### src/hdl/csc_pkg.sv
// Shared constants, types and helpers for the census stereo cost block.
`timescale 1ns / 1ps

package csc_pkg;

    // Image store and window geometry
    localparam int MAX_WIDTH  = 512;
    localparam int MAX_HEIGHT = 512;
    localparam int WINDOW     = 5;
    localparam int MAX_DISP   = 64;

    localparam int HALF      = WINDOW / 2;
    localparam int WSPAN     = 2 * HALF + 1;
    localparam int NPIX      = WSPAN * WSPAN;
    localparam int CODE_BITS = NPIX - 1;
    localparam int COST_W    = $clog2(CODE_BITS + 1);

    localparam int COL_W  = $clog2(MAX_WIDTH);
    localparam int ROW_W  = $clog2(MAX_HEIGHT);
    localparam int POS_W  = (COL_W > ROW_W) ? COL_W : ROW_W;
    localparam int ADDR_W = $clog2(MAX_WIDTH * MAX_HEIGHT);
    localparam int WIN_W  = $clog2(WSPAN);
    localparam int K_W    = $clog2(NPIX + 1);

    // Field widths of the channels
    localparam int PIX_W      = 8;
    localparam int FCOL_W     = 9;
    localparam int FROW_W     = 9;
    localparam int DISP_W     = 6;
    localparam int MCOST_W    = 6;
    localparam int CFG_IDX_W  = 2;
    localparam int CFG_DATA_W = 10;
    localparam int WCFG_W     = 10;
    localparam int HCFG_W     = 10;
    localparam int NDCFG_W    = 7;

    // Commands
    localparam logic CMD_LOAD  = 1'b0;
    localparam logic CMD_QUERY = 1'b1;

    // Match direction
    localparam logic DIR_LEFT_REF  = 1'b0;
    localparam logic DIR_RIGHT_REF = 1'b1;

    // Configuration register indexes
    localparam logic [CFG_IDX_W-1:0] CFG_IMG_WIDTH  = 2'd0;
    localparam logic [CFG_IDX_W-1:0] CFG_IMG_HEIGHT = 2'd1;
    localparam logic [CFG_IDX_W-1:0] CFG_MAX_DISP   = 2'd2;
    localparam logic [CFG_IDX_W-1:0] CFG_MATCH_DIR  = 2'd3;

    // Control from the sequencer to the census compare unit
    typedef struct packed {
        logic capture;   // latch centre pixel
        logic compare;   // compare centre against neighbor
        logic ref_mode;  // build reference code (else score against it)
        logic clear;     // clear cost accumulator
    } t_cu_ctrl;

    // Neighbor coordinate: (pos + tap - HALF) modulo size, size >= 1
    function automatic logic [POS_W-1:0] wrap_pos(input logic [POS_W-1:0] pos,
                                                  input logic [WIN_W-1:0] tap,
                                                  input logic [POS_W:0]   size);
        logic signed [POS_W+2:0] v;
        logic signed [POS_W+2:0] sz;
        v  = $signed({3'b000, pos}) + $signed((POS_W+3)'(tap))
             - $signed((POS_W+3)'(HALF));
        sz = $signed({2'b00, size});
        for (int i = 0; i < HALF; i++) begin
            if (v < 0) v = v + sz;
        end
        for (int i = 0; i < HALF; i++) begin
            if (v >= sz) v = v - sz;
        end
        return v[POS_W-1:0];
    endfunction

endpackage

### src/hdl/csc_census.sv
// Shared census compare unit: builds the reference code and scores other codes.
`timescale 1ns / 1ps

module csc_census (
    input  logic                  i_clk,
    input  logic                  i_rst_n,
    input  csc_pkg::t_cu_ctrl     i_ctrl,
    input  logic [csc_pkg::PIX_W-1:0]  i_pixel,
    output logic [csc_pkg::COST_W-1:0] o_cost
);
    import csc_pkg::*;

    logic [PIX_W-1:0]     r_centre;
    logic [CODE_BITS-1:0] r_code;
    logic [COST_W-1:0]    r_cost;
    logic                 gt_bit;

    // The one comparator of the block
    assign gt_bit = (r_centre > i_pixel);

    // Centre and code: reference bits shift in, then rotate during scoring
    always_ff @(posedge i_clk) begin
        if (i_ctrl.capture) begin
            r_centre <= i_pixel;
        end
        if (i_ctrl.compare) begin
            if (i_ctrl.ref_mode) begin
                r_code <= {gt_bit, r_code[CODE_BITS-1:1]};
            end else begin
                r_code <= {r_code[0], r_code[CODE_BITS-1:1]};
            end
        end
    end

    // Mismatch counter
    always_ff @(posedge i_clk) begin
        if (!i_rst_n) begin
            r_cost <= '0;
        end else if (i_ctrl.clear) begin
            r_cost <= '0;
        end else if (i_ctrl.compare && !i_ctrl.ref_mode) begin
            r_cost <= r_cost + COST_W'(gt_bit ^ r_code[0]);
        end
    end

    assign o_cost = r_cost;

    a_ctrl_exclusive: assert property (@(posedge i_clk) disable iff (!i_rst_n)
        $onehot0({i_ctrl.capture, i_ctrl.compare, i_ctrl.clear}))
        else $error("census unit got conflicting controls");

    a_cost_bound: assert property (@(posedge i_clk) disable iff (!i_rst_n)
        r_cost <= COST_W'(CODE_BITS))
        else $error("census cost above code width");

endmodule

### config.mk
export PLATFORM = sky130hd
export DESIGN_NAME = csc_census
export DESIGN_NICKNAME = d
export VERILOG_FILES = /design/src/hdl/csc_pkg.sv /design/src/hdl/csc_census.sv
export SDC_FILE = /design/constraint.sdc
export NUM_CORES = 1
export LEC_CHECK = 0
export ABC_AREA = 1
export BUFFER_PORTS_ARGS = -buffer_cell sky130_fd_sc_hd__buf_2
export CORE_ASPECT_RATIO = 0.8
export CORE_MARGIN = 2
export CORE_UTILIZATION = 50
export DETAILED_ROUTE_END_ITERATION = 7
export GPL_TIMING_DRIVEN = 0
export PLACE_DENSITY = 0.69
export SYNTH_ARGS = -nofsm -noshare
export SYNTH_HDL_FRONTEND = slang
export SYNTH_SLANG_ARGS = --single-unit
### constraint.sdc
create_clock -name i_clk -period 3 [get_ports i_clk]
set_clock_uncertainty 0.2 [all_clocks]
set_input_delay 0.3 -clock i_clk [delete_from_list [all_inputs] [get_ports i_clk]]
set_output_delay 0.3 -clock i_clk [all_outputs]
set_load 0.005 [all_outputs]
==> results_dict.tcl <==
set metrics [dict create \
    drc 0 \
    p_sw_uw 207.2 \
    synth_cell_types 18 \
    cts_resized 0 \
    p_clk_share_pct 37.6 \
    synth_area_leaders "edfxtp_1 65%, ha_1 8.4%, dfxtp_1 6.8%, nand2_1 5.6%, inv_1 4.1%" \
    grt_pass1_vias 793 \
    netlist_area_um2 1481 \
    ys_seq_area_share_pct 71.62 \
    worst_slack_ps 596.7 \
    postRouteAntennaNets 0 \
    synth_area_per_cell_um2 13.59 \
    reg2reg_slack_ps 600 \
    whs_ps 11.23 \
    max_freq_mhz 416.1 \
    setup_viol 0 \
    path_class "reg -> reg" \
    slew_viol_final 0 \
    crit_path_start_kind "register" \
    diodes 0 \
    die_area_um2 3417 \
    cts_tree "done" \
    nets 158 \
    swShare_pct 19.47 \
    period_needed_ps 2403 \
    maxSlewHeadroom_pct 63.35 \
    syn_to_final_growth_pct 16.30 \
    clockBufferDepth 2 \
    drt_iter0_drc 47 \
    pin_count 19 \
    final.setup.tns_ps 0 \
    gp_congestion 0.7925 \
    grt_first_pass_wirelength_um 3484 \
    fillerInstances 228 \
    yosys_warnings 0 \
    clock_sinks 37 \
    irDropWorstVdd_v 0.0003720 \
    tightestPinTransition_ps 549.8 \
    p_total_uw 1064 \
    synth_top_area_share_pct 64.86 \
    drt_first_pass_iters 4 \
    via_per_inst 4.808 \
    finalHoldViolCount 0 \
    port_buffers 18 \
    die_x_um 64.86 \
    routedWlPerCell_um 12.27 \
    rsz0062_at_grt "no" \
    grt_usage_pct 14.63 \
    synthCells 109 \
    finalCritPeriodShare_pct 80.11 \
    initial_core_util_pct 53.17 \
    critical_path.max_fanout 3 \
    pwr_density_cell_nw_per_um2 617.7 \
    min_path_type "in -> reg" \
    drt_wl_total_um 2111 \
    run_status "completed" \
    grt_overflow_total 0 \
    antenna_found_initial 0 \
    seq_area_um2 1061 \
    ys_ff_latch 37 \
    clkTransAtPathRegs_ps 70 \
    clk_latency_ps 280 \
    synth_nets 133 \
    synth_top_area_cell "edfxtp_1" \
    pre_cts_ws_ps 530.7 \
    grt_max_degree 26 \
    combPwrFrac_pct 6.0 \
    hold_buffers 0 \
    worstPathRequired_ps 2970 \
    std_cell_rows 17 \
    coreArea_um2 2786 \
    power.internal_uw 857.1 \
    postCtsSetupRepairBufs 0 \
    vias 827 \
    multi_input_area_um2 350.3 \
    cts_buffers 5 \
    endpoint_kind "register" \
    htree_levels 2 \
    worstPathArrival_ps 2370 \
    detailed_place_hpwl_um 1486 \
    die_h_um 52.69 \
    p_seq_share_pct 56.4 \
    max_cap_violations 0 \
    cts-root-buf "clkbuf_8" \
    final_layout_size_suffix_gt1_share_pct 23.88 \
    power_leakage_uw 0.0007337 \
]
## final timing paths
kind / endpoint / startpoint / cells past startpoint
max: o_cost[4]$_SDFFE_PP0P_ / r_centre[7]$_DFFE_PP_ / 13
min: r_centre[5]$_DFFE_PP_ / i_pixel[5] / 1
max reg2reg: o_cost[4]$_SDFFE_PP0P_ / r_centre[7]$_DFFE_PP_ / 13
min reg2reg: r_code[22]$_DFFE_PP_ / r_code[23]$_DFFE_PP_ / 0
## power by group through the flow
stage / Combinational (µW) / Clock (µW) / Sequential (µW)
6_report: 64.3 / 400 / 600
5_1_grt: 75.6 / 433 / 603
4_1_cts: 65.3 / 407 / 600
3_5_place_dp: 65.3 / 0 / 610
3_3_place_gp: 60.5 / 0 / 610
2_1_floorplan: 37.2 / 0 / 607
## state kept, by name (all words and copies together) (netlist names)
signal    flops
r_code       24
o_cost        5
r_centre      8
## worst max-delay path, cell delays in order (launching register included)
cell and delay [ps]:
edfxtp_1 370, ha_1 300, nand2_1 70, nor2_1 180, nand4_1 170, nand2_1 110
nand2_1 60, nand2_1 60, ha_1 160, ha_1 220, nand3_4 100, nor2_4 100
nand2_1 50, nor3b_2 140
## layer usage
metal	share of wire (%)	global-route usage, %	wire (µm)
met5	0	0	0
met4	0.52	7.092	11
met3	4.7	6.667	99
met2	46	21.13	971
met1	49	18.71	1029
## cells by family after synthesis
kind of cell	count (synthesis)	synth area share (%)
adders and majority gates	10	8.446
buffers and inverters	18	4.730
DFF	37	71.62
and+or+nand+nor	38	13.01
AOI/OAI and AO/OA	6	2.196
## placed cells by master (no fill, tap or decap), drive strengths merged
| cell | instances |
|---|---|
| a21oi | 5 |
| inv | 18 |
| a21o | 1 |
| nand4 | 1 |
| nor3 | 2 |
| buf | 18 |
| nand2 | 23 |
| edfxtp | 32 |
| ha | 10 |
| clkinv | 1 |
| dfxtp | 5 |
| nor2 | 6 |
| nor3b | 1 |
| nand3 | 5 |
| bufinv | 1 |
| clkbuf | 5 |
## cells in the mapped netlist, drive strengths merged
cell type and instances:
edfxtp 32, nand2 23, inv 18, ha 10
nor2 6, a21oi 5, dfxtp 5, nand3 5
nor3 2, a21o 1, nand4 1, nor3b 1
## layout make-up
type	instances	area share [%]
timing repair buffer	18	5.229
tap	38	2.760
clock inverter	2	2.033
inverter	18	4.067
clock buffer	5	3.994
sequential	37	61.58
multi-input combinational	54	20.33
## stage by stage
step                      cells  instance area [µm²]  util (%)
final                       172                 1723     61.83
after global routing        172                 1723     61.83
after CTS                   172                 1723     61.83
after detailed placement    165                 1619     58.11
after global placement      165                 1619     58.11
after floorplan             109                 1481         -
Note: power is estimated with default switching activity, not from simulation.
